--- src/sv/tpef_pkg.sv ---
// Package: request and result payload types and filter constants.
`timescale 1ns / 1ps
package tpef_pkg;

  typedef struct packed {
    logic               command;
    logic signed [15:0] sample_x;
    logic signed [15:0] sample_y;
    logic               pen_up;
  } tpef_req_t;

  typedef struct packed {
    logic               event_valid;
    logic [1:0]         event_kind;
    logic signed [15:0] event_x;
    logic signed [15:0] event_y;
    logic               sample_queued;
    logic               sample_dropped;
  } tpef_res_t;

  localparam logic [1:0] KindDown = 2'd0;
  localparam logic [1:0] KindMove = 2'd1;
  localparam logic [1:0] KindUp   = 2'd2;
  localparam logic [1:0] KindNone = 2'd3;

  localparam logic [2:0] RegPanelX  = 3'd0;
  localparam logic [2:0] RegPanelY  = 3'd1;
  localparam logic [2:0] RegScreenX = 3'd2;
  localparam logic [2:0] RegScreenY = 3'd3;
  localparam logic [2:0] RegOriginX = 3'd4;
  localparam logic [2:0] RegOriginY = 3'd5;
  localparam logic [2:0] RegFlip    = 3'd6;
  localparam logic [2:0] RegMode    = 3'd7;

  localparam logic [1:0] ModeRaw    = 2'd0;
  localparam logic [1:0] ModeMapped = 2'd1;
  localparam logic [1:0] ModeNone   = 2'd3;

  localparam int StepLimit   = 120;
  localparam int ChangeLimit = 60;
  localparam int MoveLimit   = 4;
  localparam int HoldLimit   = 12;
  localparam int MoveRoom    = 10;

endpackage

--- src/sv/touch_pen_event_filter_top.sv ---
// Touch-pen event filter: outlier filter, move tracker, serial mapper, event queue.
//
//  channel | signals                           | direction
//  request | req_valid_i, req_ready_o, req_i   | in
//  result  | res_valid_o, res_ready_i, res_o   | out
//  config  | cfg_we_i, cfg_idx_i, cfg_data_i   | in
//
// A read request, a filtered-out sample or a sample with no event goes from
// acceptance straight to the output state; a raw event passes the push state
// first. A mapped event uses one shared 34-bit restoring divider, per axis a
// multiply then 34 divide steps, x then y. Reset is asynchronous; the store
// needs no clearing. A stalled result holds in the output register; requests wait.
`timescale 1ns / 1ps
module touch_pen_event_filter_top #(
  parameter int QUEUE_DEPTH = 32
) (
  input  logic              clk_i,
  input  logic              rst_ni,
  input  logic              req_valid_i,
  output logic              req_ready_o,
  input  tpef_pkg::tpef_req_t req_i,
  output logic              res_valid_o,
  input  logic              res_ready_i,
  output tpef_pkg::tpef_res_t res_o,
  input  logic              cfg_we_i,
  input  logic [2:0]        cfg_idx_i,
  input  logic [15:0]       cfg_data_i
);
  import tpef_pkg::*;

  localparam int PW = $clog2(QUEUE_DEPTH);
  localparam int DW = 34;  // dividend magnitude width (17b diff * 16b span)

  typedef enum logic [2:0] {
    StIdle, StMul, StDiv, StPush, StOut
  } state_e;

  // configuration registers
  logic [15:0] pspan_x_q, pspan_y_q, sspan_x_q, sspan_y_q;
  logic signed [15:0] org_x_q, org_y_q;
  logic [1:0] flip_q, mode_q;

  always_ff @(posedge clk_i or negedge rst_ni) begin
    if (!rst_ni) begin
      pspan_x_q <= '1; pspan_y_q <= '1; sspan_x_q <= '1; sspan_y_q <= '1;
      org_x_q <= '0; org_y_q <= '0; flip_q <= '0; mode_q <= ModeMapped;
    end else if (cfg_we_i) begin
      case (cfg_idx_i)
        RegPanelX:  pspan_x_q <= cfg_data_i;
        RegPanelY:  pspan_y_q <= cfg_data_i;
        RegScreenX: sspan_x_q <= cfg_data_i;
        RegScreenY: sspan_y_q <= cfg_data_i;
        RegOriginX: org_x_q <= cfg_data_i;
        RegOriginY: org_y_q <= cfg_data_i;
        RegFlip:    flip_q <= cfg_data_i[1:0];
        RegMode:    mode_q <= cfg_data_i[1:0];
        default:    ;
      endcase
    end
  end

  state_e state_q;
  logic [1:0] acc_cnt_q;
  logic signed [15:0] prev_x_q, prev_y_q, last_x_q, last_y_q;
  logic [7:0] pstep_x_q, pstep_y_q;  // last step, low 8 bits (over 120 after a rejected warm-up)
  logic touching_q, lifted_q;
  logic [3:0] hold_q;
  logic [PW-1:0] rd_ptr_q, wr_ptr_q;
  logic [1:0] kind_q;
  logic axis_q;                       // 0 x, 1 y
  logic [5:0] cnt_q;
  logic [DW-1:0] quo_q;
  logic [16:0] rem_q;
  logic neg_q;
  logic signed [16:0] diff_q;
  logic [15:0] mx_q, my_q;
  logic signed [15:0] ev_x_q, ev_y_q;
  logic [33:0] mem_q [QUEUE_DEPTH];

  // filter combinational view of the incoming sample
  logic signed [16:0] dx_s, dy_s;
  logic [16:0] adx, ady;
  logic signed [9:0] chx, chy;
  logic [9:0] achx, achy;
  logic ok_ph2, ok_ph1;

  always_comb begin
    dx_s = 17'(req_i.sample_x) - 17'(prev_x_q);
    dy_s = 17'(req_i.sample_y) - 17'(prev_y_q);
    adx  = dx_s[16] ? 17'(-dx_s) : 17'(dx_s);
    ady  = dy_s[16] ? 17'(-dy_s) : 17'(dy_s);
    chx  = 10'(adx[7:0]) - 10'(pstep_x_q);
    chy  = 10'(ady[7:0]) - 10'(pstep_y_q);
    achx = chx[9] ? 10'(-chx) : 10'(chx);
    achy = chy[9] ? 10'(-chy) : 10'(chy);
    ok_ph1 = (adx <= 17'(StepLimit)) && (ady <= 17'(StepLimit));
    ok_ph2 = ok_ph1 && (achx <= 10'(ChangeLimit)) && (achy <= 10'(ChangeLimit));
  end

  // move gating and tracker on the sample
  logic signed [16:0] mvx, mvy;
  logic [16:0] amx, amy;
  logic [3:0] hold_inc;
  logic big_move;
  always_comb begin
    mvx = 17'(req_i.sample_x) - 17'(last_x_q);
    mvy = 17'(req_i.sample_y) - 17'(last_y_q);
    amx = mvx[16] ? 17'(-mvx) : 17'(mvx);
    amy = mvy[16] ? 17'(-mvy) : 17'(mvy);
    big_move = (amx > 17'(MoveLimit)) || (amy > 17'(MoveLimit));
    hold_inc = hold_q + 4'd1;
  end

  // queue occupancy; free slots count as the full depth when empty
  logic [PW-1:0] wr_next;
  logic [PW:0] gap;
  logic q_full, room_low, push_drop;
  always_comb begin
    wr_next  = (32'(wr_ptr_q) + 32'd1 >= 32'(QUEUE_DEPTH)) ? '0 : PW'(wr_ptr_q + 1'b1);
    gap      = (rd_ptr_q > wr_ptr_q) ? (PW+1)'(32'(rd_ptr_q) - 32'(wr_ptr_q))
               : (PW+1)'(32'(QUEUE_DEPTH) + 32'(rd_ptr_q) - 32'(wr_ptr_q));
    room_low = (32'(gap) < MoveRoom);
    q_full   = (wr_next == rd_ptr_q);
    push_drop = (kind_q == KindMove) ? (room_low || q_full) : q_full;
  end

  // shared multiply / restoring divide step
  logic [16:0] trial;
  logic [15:0] div_s;
  logic [15:0] mul_s;
  logic signed [16:0] org_s;
  logic signed [15:0] pos_s;
  logic flip_s;
  always_comb begin
    div_s  = axis_q ? pspan_y_q : pspan_x_q;
    mul_s  = axis_q ? sspan_y_q : sspan_x_q;
    org_s  = axis_q ? 17'(org_y_q) : 17'(org_x_q);
    pos_s  = axis_q ? ev_y_q : ev_x_q;
    flip_s = axis_q ? flip_q[1] : flip_q[0];
    trial  = {rem_q[15:0], quo_q[DW-1]};
  end

  logic [15:0] quo_lo;
  assign quo_lo = neg_q ? 16'(-quo_q) : quo_q[15:0];

  logic [DW-1:0] prod;
  logic [16:0] mag;
  assign mag  = diff_q[16] ? 17'(-diff_q) : 17'(diff_q);
  assign prod = DW'(mag) * DW'(mul_s);

  // event store write
  always_ff @(posedge clk_i) begin
    if (state_q == StPush && !push_drop)
      mem_q[wr_ptr_q] <= {kind_q, ev_x_q, ev_y_q};
  end

  // sequencer
  always_ff @(posedge clk_i or negedge rst_ni) begin
    if (!rst_ni) begin
      state_q <= StIdle; acc_cnt_q <= '0; prev_x_q <= '0; prev_y_q <= '0;
      pstep_x_q <= '0; pstep_y_q <= '0; touching_q <= 1'b0; lifted_q <= 1'b0;
      last_x_q <= '0; last_y_q <= '0; hold_q <= '0; rd_ptr_q <= '0;
      wr_ptr_q <= '0; kind_q <= KindNone; axis_q <= 1'b0; cnt_q <= '0;
      quo_q <= '0; rem_q <= '0; neg_q <= 1'b0; diff_q <= '0; mx_q <= '0;
      my_q <= '0; ev_x_q <= '0; ev_y_q <= '0; res_valid_o <= 1'b0;
      res_o <= '0;
    end else begin
      case (state_q)
        StIdle: if (req_valid_i) begin
          if (req_i.command) begin
            // read request
            if (rd_ptr_q != wr_ptr_q) begin
              res_o <= {1'b1, mem_q[rd_ptr_q], 2'b00};
              rd_ptr_q <= (32'(rd_ptr_q) + 32'd1 >= 32'(QUEUE_DEPTH)) ? '0
                          : PW'(rd_ptr_q + 1'b1);
            end else begin
              res_o <= '0;
            end
            state_q <= StOut;
          end else begin
            logic pass;
            logic [1:0] kind;
            pass = 1'b1;
            res_o <= '0;
            if (req_i.pen_up) begin
              lifted_q <= 1'b1; acc_cnt_q <= '0;
            end else begin
              lifted_q <= 1'b0;
              prev_x_q <= req_i.sample_x; prev_y_q <= req_i.sample_y;
              pass = 1'b0;
              if (acc_cnt_q == 2'd0) acc_cnt_q <= 2'd1;
              else if (acc_cnt_q == 2'd1) begin
                pstep_x_q <= adx[7:0];
                if (adx <= 17'(StepLimit)) pstep_y_q <= ady[7:0];
                acc_cnt_q <= (adx <= 17'(StepLimit) && ady <= 17'(StepLimit))
                             ? 2'd2 : 2'd0;
              end else if (!ok_ph2) begin
                acc_cnt_q <= '0;
                if (adx <= 17'(StepLimit) && achx <= 10'(ChangeLimit))
                  pstep_x_q <= adx[7:0];
              end else begin
                pstep_x_q <= adx[7:0]; pstep_y_q <= ady[7:0];
                pass = 1'b1;
              end
              // small moves are held until the hold count runs out
              if (!pass) hold_q <= '0;
              else if (touching_q && !big_move && hold_inc <= 4'(HoldLimit)) begin
                hold_q <= hold_inc;
                pass = 1'b0;
              end
            end
            kind = KindNone;
            if (pass) begin
              hold_q <= '0;
              if (touching_q) begin
                if (!req_i.pen_up) kind = KindMove;
                else begin kind = KindUp; touching_q <= 1'b0; end
              end else if (!req_i.pen_up) begin
                kind = KindDown; touching_q <= 1'b1;
              end
            end
            kind_q <= kind;
            if (kind == KindUp) begin
              ev_x_q <= last_x_q; ev_y_q <= last_y_q;
            end else begin
              ev_x_q <= req_i.sample_x; ev_y_q <= req_i.sample_y;
              if (kind != KindNone) begin
                last_x_q <= req_i.sample_x; last_y_q <= req_i.sample_y;
              end
            end
            if (kind == KindNone || mode_q == ModeNone) state_q <= StOut;
            else if (mode_q == ModeRaw) state_q <= StPush;
            else begin
              axis_q <= 1'b0; cnt_q <= '0; state_q <= StMul;
            end
          end
        end
        StMul: begin
          // the first step forms the difference, the second the product
          if (cnt_q == 6'd0) begin
            diff_q <= flip_s ? 17'(org_s - 17'(pos_s)) : 17'(17'(pos_s) - org_s);
            cnt_q <= 6'd1;
          end else begin
            quo_q <= prod; rem_q <= '0; neg_q <= diff_q[16];
            cnt_q <= 6'(DW); state_q <= StDiv;
          end
        end
        StDiv: begin
          if (cnt_q != 6'd0) begin
            if (trial >= {1'b0, div_s}) begin
              rem_q <= trial - {1'b0, div_s};
              quo_q <= {quo_q[DW-2:0], 1'b1};
            end else begin
              rem_q <= trial;
              quo_q <= {quo_q[DW-2:0], 1'b0};
            end
            cnt_q <= cnt_q - 6'd1;
          end else begin
            if (!axis_q) begin
              mx_q <= (div_s == '0) ? '0 : quo_lo;
              axis_q <= 1'b1; cnt_q <= '0; state_q <= StMul;
            end else begin
              my_q <= (div_s == '0) ? '0 : quo_lo;
              ev_x_q <= mx_q; ev_y_q <= (div_s == '0) ? '0 : quo_lo;
              state_q <= StPush;
            end
          end
        end
        StPush: begin
          // queued or dropped flag only
          res_o <= {35'd0, !push_drop, push_drop};
          if (!push_drop) wr_ptr_q <= wr_next;
          state_q <= StOut;
        end
        StOut: begin
          if (!res_valid_o) res_valid_o <= 1'b1;
          else if (res_ready_i) begin
            res_valid_o <= 1'b0; state_q <= StIdle;
          end
        end
        default: state_q <= StIdle;
      endcase
    end
  end

  assign req_ready_o = (state_q == StIdle);

endmodule

--- config.mk ---
export PLATFORM = sky130hd
export DESIGN_NAME = touch_pen_event_filter_top
export DESIGN_NICKNAME = d
export VERILOG_FILES = /design/src/sv/tpef_pkg.sv /design/src/sv/touch_pen_event_filter_top.sv
export SDC_FILE = /design/constraint.sdc
export NUM_CORES = 2
export LEC_CHECK = 0
export BUFFER_PORTS_ARGS = -buffer_cell sky130_fd_sc_hd__buf_4
export CORE_AREA = 5 5 417 419
export CTS_BUF_LIST = sky130_fd_sc_hd__clkbuf_16
export CTS_CLUSTER_DIAMETER = 100
export CTS_CLUSTER_SIZE = 10
export DETAILED_ROUTE_END_ITERATION = 16
export DIE_AREA = 0 0 422 424
export GPL_TIMING_DRIVEN = 0
export HOLD_SLACK_MARGIN = 0.02
export SYNTH_ARGS = -nofsm -noshare
export SYNTH_HDL_FRONTEND = slang
export SYNTH_SLANG_ARGS = --single-unit
--- constraint.sdc ---
create_clock -name clk_i -period 9.88 [get_ports clk_i]
set_clock_uncertainty 0.1 [all_clocks]
set_input_delay 2.47 -clock clk_i [delete_from_list [all_inputs] [get_ports clk_i]]
set_output_delay 2.47 -clock clk_i [all_outputs]
set_load 0.05 [all_outputs]
# == Word level (Yosys, flattened, before mapping) ==
# Memories as Yosys holds them, arrays and structs flattened.
# Index checks and enable logic that the tools add are counted.
# word_totals
output_inout_bits,39
n_memories,1
in_bits,58
reg_bits,363
mem_bits_ro,0
latch_bits,0
mem_bits_rw,1088
word_cells,278
# mem_list
memory,depth,width,rd,rd_ports_with_merged_regs,write_ports,line,rtl
mem_q,32,34,1,0,1,touch_pen_event_filter_top.sv:78,logic [33:0] mem_q [QUEUE_DEPTH];
# classes
add_sub_neg,26
eq_ne,34
div,0
n_mul,1
muxes,107
n_reduce_logical,52
n_bitwise,8
n_lt_le_gt_ge,12
shift,0
# ops
op,n
two-way mux 16 bit,18
two-way mux 17 bit,7
two-way mux 37 bit,3
one-hot mux 16 bit (2 select lines),3
negation 17 bit,5
one-hot mux 37 bit (2 select lines),1
two-way mux 34 bit,2
one-hot mux 34 bit (2 select lines),1
subtractor 16 x 16 -> 17 bit,4
two-way mux 6 bit,8
two-way mux 8 bit,6
"> comparator 17 x 3 -> 1 bit, second input constant",2
"<= comparator 17 x 7 -> 1 bit, second input constant",2
multiplier 17 x 16 -> 33 bit,1
two-way mux 2 bit,14
two-way mux 1 bit,26
AND reduction 2 bit,12
"!= test 2 bit, second input constant",11
two-way mux 3 bit,7
"<= comparator 10 x 6 -> 1 bit, second input constant",2
two-way mux 10 bit,2
negation 9 -> 10 bit,2
AND reduction 5 bit,4
one-hot mux 6 bit (3 select lines),1
47 further kinds,96

# == Longest topological paths before layout ==
# depth
ltp_word,31
mapped_depth,32
ltp_nobuf,31

# == Worst setup path after synthesis ==
# OpenSTA, ideal clock, no wires.
# synth_path
kind,input to register
startpoint,input port req_i[1] in the netlist's numbering
endpoint,register last_x_q[0]
n_path_buf,1
arrival_ns,8.139
setup_time_ns,0.125
path_slack_ns,1.516
required_time_ns,9.655
path_stages,24
cell_sequence,inv_1 > ha_1 > fa_1 > nor2b_1 > o221ai_1 > a2bb2oi_2 > a41oi_1 > a21oi_1 > inv_1 > o21ai_0 > ha_1 > nor2b_1 > o21a_1 > o211a_1 > a2111oi_2 > o211ai_1 > mux2i_1 > nand4b_1 > a2111oi_1 > nand3_1 > or3_4 > a211o_4 > buf_6 > mux2_4
# synth_via
elab_chain_len,27
word_cells_on_any_way,40
cone_classes,6 x add/sub; 3 x order compare; 2 x eq/ne; 20 x mux; 1 x bitwise; 8 x reduce/logical
# synth_rtl
item,line,rtl
from (decl),touch_pen_event_filter_top.sv:21,"input tpef_pkg::tpef_req_t req_i,"
subtractor 16 x 16 -> 17 bit (*),touch_pen_event_filter_top.sv:89,dy_s = 17'(req_i.sample_y) - 17'(prev_y_q);
negation 17 bit,touch_pen_event_filter_top.sv:91,ady = dy_s[16] ? 17'(-dy_s) : 17'(dy_s);
two-way mux 17 bit (*),touch_pen_event_filter_top.sv:91,
via ady[1],touch_pen_event_filter_top.sv:82,"logic [16:0] adx, ady;"
subtractor 8 x 8 -> 9 bit,touch_pen_event_filter_top.sv:93,chy = 10'(ady[7:0]) - 10'(pstep_y_q);
negation 9 -> 10 bit,touch_pen_event_filter_top.sv:95,achy = chy[9] ? 10'(-chy) : 10'(chy);
two-way mux 10 bit,touch_pen_event_filter_top.sv:95,
<= comparator 10 x 6 -> 1 bit,touch_pen_event_filter_top.sv:97,ok_ph2 = ok_ph1 && (achx <= 10'(ChangeLimit)) && (achy <= 10'(ChangeLimit));
[... 12 more ...],-,
two-way mux 1 bit (*),touch_pen_event_filter_top.sv:168,case (state_q)
two-way mux 2 bit (*),touch_pen_event_filter_top.sv:213,if (pass) begin
two-way mux 2 bit (*),touch_pen_event_filter_top.sv:170,if (req_i.command) begin
two-way mux 2 bit (*),touch_pen_event_filter_top.sv:169,StIdle: if (req_valid_i) begin
two-way mux 2 bit (*),touch_pen_event_filter_top.sv:168,
== test 2 bit,touch_pen_event_filter_top.sv:223,if (kind == KindUp) begin
inverter 1 bit (no line),-,
AND reduction 5 bit (no line) (*),-,
to (signal assigned),touch_pen_event_filter_top.sv:228,last_x_q <= req_i.sample_x; last_y_q <= req_i.sample_y;
to (decl),touch_pen_event_filter_top.sv:64,"logic signed [15:0] prev_x_q, prev_y_q, last_x_q, last_y_q;"
# The timed path passes the listed nets; every way through them passes the cells marked *. The select of a mux whose other input is x is not followed.
# A chain may end at the register's enable or synchronous reset.

# == Final worst setup path ==
# layout_path
startpoint,register diff_q[4]
endpoint,register quo_q[32]
# layout_via
elab_chain_len,5
# layout_rtl
item,line,rtl
from (decl),touch_pen_event_filter_top.sv:75,logic signed [16:0] diff_q;
from (signal assigned),touch_pen_event_filter_top.sv:241,diff_q <= flip_s ? 17'(org_s - 17'(pos_s)) : 17'(17'(pos_s) - org_s);
negation 17 bit,touch_pen_event_filter_top.sv:148,assign mag = diff_q[16] ? 17'(-diff_q) : 17'(diff_q);
two-way mux 17 bit (*),touch_pen_event_filter_top.sv:148,
multiplier 17 x 16 -> 33 bit (*),touch_pen_event_filter_top.sv:149,assign prod = DW'(mag) * DW'(mul_s);
two-way mux 34 bit (*),touch_pen_event_filter_top.sv:240,if (cnt_q == 6'd0) begin
one-hot mux 34 bit (2 select lines) (*),touch_pen_event_filter_top.sv:168,
to (signal assigned),touch_pen_event_filter_top.sv:252,"quo_q <= {quo_q[DW-2:0], 1'b1};"
to (signal assigned),touch_pen_event_filter_top.sv:255,"quo_q <= {quo_q[DW-2:0], 1'b0};"
to (decl),touch_pen_event_filter_top.sv:72,logic [DW-1:0] quo_q;
# Mark *: on every way between the ends. The rest lies on a longest branch, timed or not. The select of a mux whose other input is x is not followed.

==> impl_results.md <==
* Post-detail-place hpwl at 148600 µm
* Start of the worst register-to-register path: diff_q[4]$_DFFE_PN0P_
* Number of nets in the layout at 6322
* Reg-to-reg setup timing slack at 550 ps
* Final worst-path setup slack at 546.9 ps
* Share of layout cells above drive strength 1 at 17.29%
* Count of final hold-check violations at 0
* Flops & latches, synth at ~1500
* Reg2reg end: quo_q[32]$_DFFE_PN0P_
* Clock-pin slew on the worst setup and hold paths at about 60 ps
* Area enclosed by the die boundary at around 180000 µm²
* Hold/Removal Path Class: reg2reg
* Leading cell type in the layout, fill and taps excluded: sky130_fd_sc_hd__edfxtp_1
* Number of distinct library cells after synthesis at 115
* Classification of the worst setup path: reg2reg
* Clock H-tree levels at 4
* Placement Rows at 152
* Most used cell along the critical path: sky130_fd_sc_hd__fa_1
* Initial antenna violation count at 9
* Worst rel slew slack at 7.144%
* Number of max-slew violations in the final report at 0
* Capturing element type of the critical path: flop
* Leak pwr at between 30 and 40 nW
* Destination of the worst hold path: acc_cnt_q[0]$_DFFE_PN0P_
* Syn Area/Cell at 13.79 µm²
* Total of warnings raised by yosys at 0
* Via total after detailed routing at roughly 47000
* Fill count at 14480
* Number of synthesized flops with an enable pin at 1088
* Status: completed
* Number of antenna-violating nets in the routed design at 0
* Number of post-CTS setup repair buffers at 0
* Router iterations before antenna repair at 5
* Maximum ir drop on the vdd rail at roughly 0.18 mV
* Critical path required time at 10430 ps
* Type of element launching the critical path: flop
* Worst min-delay path startpoint: acc_cnt_q[1]$_DFFE_PN0P_
* Number of CTS-inserted buffers at ~160
* Number of I/O port buffers at 93
* Worst skew pair latency at 800 ps
* Total of max-cap violations at 0
* Pre-CTS setup slack at -615.8 ps
* Net count after synthesis at 6027
* Slew at the pin closest to its max-slew limit at between 1000 and 1500 ps
* Overall track demand over capacity in global routing at 23.00%
* Highest Clock Rate at about 0.11 GHz
* Post-Synthesis Cells at 5498
* Final routed DRC violation total at 0
* Number of hold buffers added after cts at 0
* Setup repair after global routing missed its margin: false
* Tightest hold margin at 370.8 ps
* Sequential area share after synthesis at 55.17%
* PD cells at 212.2 nW/µm²
* Detailed-route wire length per cell at 25.40 µm
* Cell depth of the worst hold path at 1
* Die span in x at approximately 420 µm
* Number of cells upsized or downsized after cts at 2
* Grt ovf at 0
* Final instance count without filler cells at just over 8000
* First-pass GRT wire length at 309300 µm
* Root Buffer: sky130_fd_sc_hd__clkbuf_16
* Critical path origin: diff_q[4]$_DFFE_PN0P_
* DRT Wirelength at 207100 µm
* Cell type of the slowest stage on the worst timing path: sky130_fd_sc_hd__or4_1
* Global placer's final weighted congestion at 0.9098
* CTS sink count at between 1000 and 1500
* Tcrit/Tclk final at between 90% and 100%
* Layout-stage area growth over the synthesis result at 12.59%
* Final setup violation count at 0
* Chip height at around 420 µm
* Combined area of all synthesized cells at 75830 µm²
* Clock Tree Buf Depth at 3
* Fin crit period at 9333 ps
* Vias in the first global route at 47670
* Placed Cells at 7861
* Clock tree from TritonCTS: built
* Number of top-level pins at 97
* Effective utilization at floorplan at 44.55%
* Top FF cell, synth: sky130_fd_sc_hd__edfxtp_1
* Biggest cell delay along the critical path at 580 ps
* Via density at 5.817
* First DRT Iteration DRCs at 4271
* Standard cell core area at 170200 µm²
* Pin count of the biggest net entering global routing at 90
* CP Max Fanout at 10
* Arrival time worst endpoint at ~9900 ps
* Commonest cells after routing, fill and taps aside: sky130_fd_sc_hd__edfxtp_1, sky130_fd_sc_hd__nand2_1, sky130_fd_sc_hd__inv_1, sky130_fd_sc_hd__mux4_2, sky130_fd_sc_hd__dfrtp_1
* Synth async-reset ratio at 25.02%
* Worst R2R Path Depth at 30
## where the power goes
part	switching (mW)	leakage, nW	internal, mW
sequential	0.842	14.5	7.54
clock	2.48	2.77	3.10
combinational	2.50	14.4	1.66
total	5.81	31.6	12.3
## worst max-delay path by stage
| stage | to | slack, ps | cells after the start |
|---|---|---|---|
| floorplan | last_x_q[0]$_DFFE_PN0P_ | 1520 | 24 |
| global placement | quo_q[32]$_DFFE_PN0P_ | -570 | 29 |
| detailed placement | quo_q[32]$_DFFE_PN0P_ | -620 | 29 |
| CTS | quo_q[32]$_DFFE_PN0P_ | 60 | 30 |
| global route | quo_q[31]$_DFFE_PN0P_ | 70 | 29 |
| finish | quo_q[32]$_DFFE_PN0P_ | 550 | 30 |
## kinds of logic (layout without fill, tap and decap cells)
| family | Yosys count | after routing | synth area share (%) |
|---|---|---|---|
| mux | 654 | 654 | 14.68 |
| xor+xnor | 162 | 162 | 1.891 |
| buf+inv | 651 | 1070 | 3.292 |
| flops | 1451 | 1451 | 55.17 |
| simple gates | 1262 | 1262 | 7.776 |
| other cells | 0 | 6 | 0 |
| compound gates | 847 | 847 | 7.263 |
| fa+ha+maj | 471 | 471 | 9.929 |
## per-stage QoR
step	instance area, µm²	TNS [ps]	power [mW]	utilization (%)
global placement	79320	-1536	12.50	46.60
floorplan	75830	0	11.19	-
finish	85380	0	18.11	50.16
detailed placement	80350	-2107	12.62	47.21
global route	85370	0	19.04	50.16
CTS	85290	0	18.21	50.11
## sequential cells by signal (all words and copies together) (netlist names), 17 cells and up
name    cells
diff_q     17
res_o      37
quo_q      34
mem_q    1088
## cell type report
class | instances | area [µm²] | share of cell area, %
flip-flops and latches | 1451 | 41840 | 49.01
diodes | 6 | 15.01 | 0.01759
clock buffers | 166 | 4154 | 4.865
multi-input cells | 3396 | 31800 | 37.25
well taps | 2233 | 2794 | 3.272
inverters | 412 | 1546 | 1.811
clock inverters | 124 | 782.0 | 0.9159
repair buffers | 130 | 1475 | 1.728
plain buffers | 238 | 968.4 | 1.134
## cells in the mapped netlist, types with 10 or more instances
library cell | n | share of area, %
sky130_fd_sc_hd__edfxtp_1 | 1088 | 43
sky130_fd_sc_hd__nand2_1 | 527 | 2.6
sky130_fd_sc_hd__inv_1 | 411 | 2.0
sky130_fd_sc_hd__mux4_2 | 340 | 10
sky130_fd_sc_hd__nor2_1 | 308 | 1.5
sky130_fd_sc_hd__dfrtp_1 | 296 | 9.8
sky130_fd_sc_hd__ha_1 | 253 | 4.2
sky130_fd_sc_hd__o21ai_0 | 248 | 1.6
sky130_fd_sc_hd__fa_1 | 218 | 5.8
sky130_fd_sc_hd__a21oi_1 | 192 | 1.3
sky130_fd_sc_hd__clkbuf_1 | 174 | 0.86
sky130_fd_sc_hd__mux2_2 | 148 | 2.2
sky130_fd_sc_hd__mux2i_1 | 135 | 1.8
sky130_fd_sc_hd__xnor2_1 | 89 | 1.0
sky130_fd_sc_hd__xor2_1 | 71 | 0.82
sky130_fd_sc_hd__dfstp_2 | 67 | 2.3
sky130_fd_sc_hd__nand3_1 | 61 | 0.40
sky130_fd_sc_hd__nor3_1 | 60 | 0.40
sky130_fd_sc_hd__a21o_1 | 57 | 0.56
sky130_fd_sc_hd__buf_1 | 48 | 0.24
sky130_fd_sc_hd__and2_1 | 45 | 0.37
sky130_fd_sc_hd__a31oi_1 | 43 | 0.35
sky130_fd_sc_hd__nand2b_1 | 36 | 0.30
sky130_fd_sc_hd__o31ai_1 | 34 | 0.34
sky130_fd_sc_hd__nor2b_1 | 32 | 0.26
sky130_fd_sc_hd__o21a_1 | 32 | 0.32
sky130_fd_sc_hd__mux2_4 | 28 | 0.55
sky130_fd_sc_hd__nand4_1 | 26 | 0.21
sky130_fd_sc_hd__or3_1 | 26 | 0.21
sky130_fd_sc_hd__and3_1 | 23 | 0.19
sky130_fd_sc_hd__a211oi_1 | 22 | 0.22
sky130_fd_sc_hd__o211ai_1 | 21 | 0.21
sky130_fd_sc_hd__nor3b_1 | 19 | 0.19
sky130_fd_sc_hd__o22ai_1 | 17 | 0.14
sky130_fd_sc_hd__nor4_1 | 16 | 0.13
sky130_fd_sc_hd__buf_2 | 12 | 0.079
sky130_fd_sc_hd__o21ai_1 | 12 | 0.079
sky130_fd_sc_hd__o31a_1 | 11 | 0.13
sky130_fd_sc_hd__a221oi_1 | 10 | 0.12
## worst max-delay path: cells and delay by family, from the launching register on
kind,cells,cell delay [ps]
fa+ha+maj,7,3560
simple gates,6,1350
buf+inv,4,580
xor+xnor,2,510
compound gates,11,2680
flops,1,440
## per-layer routing
layer	wire [µm]	track usage (%)	up-vias
li1	-	-	21040
met1	86730	31.60	24550
met2	101200	38.46	1525
met3	12360	3.077	330
met4	6845	7.080	0
met5	0	0	-
No activity file was read; power rests on OpenSTA's default activity.
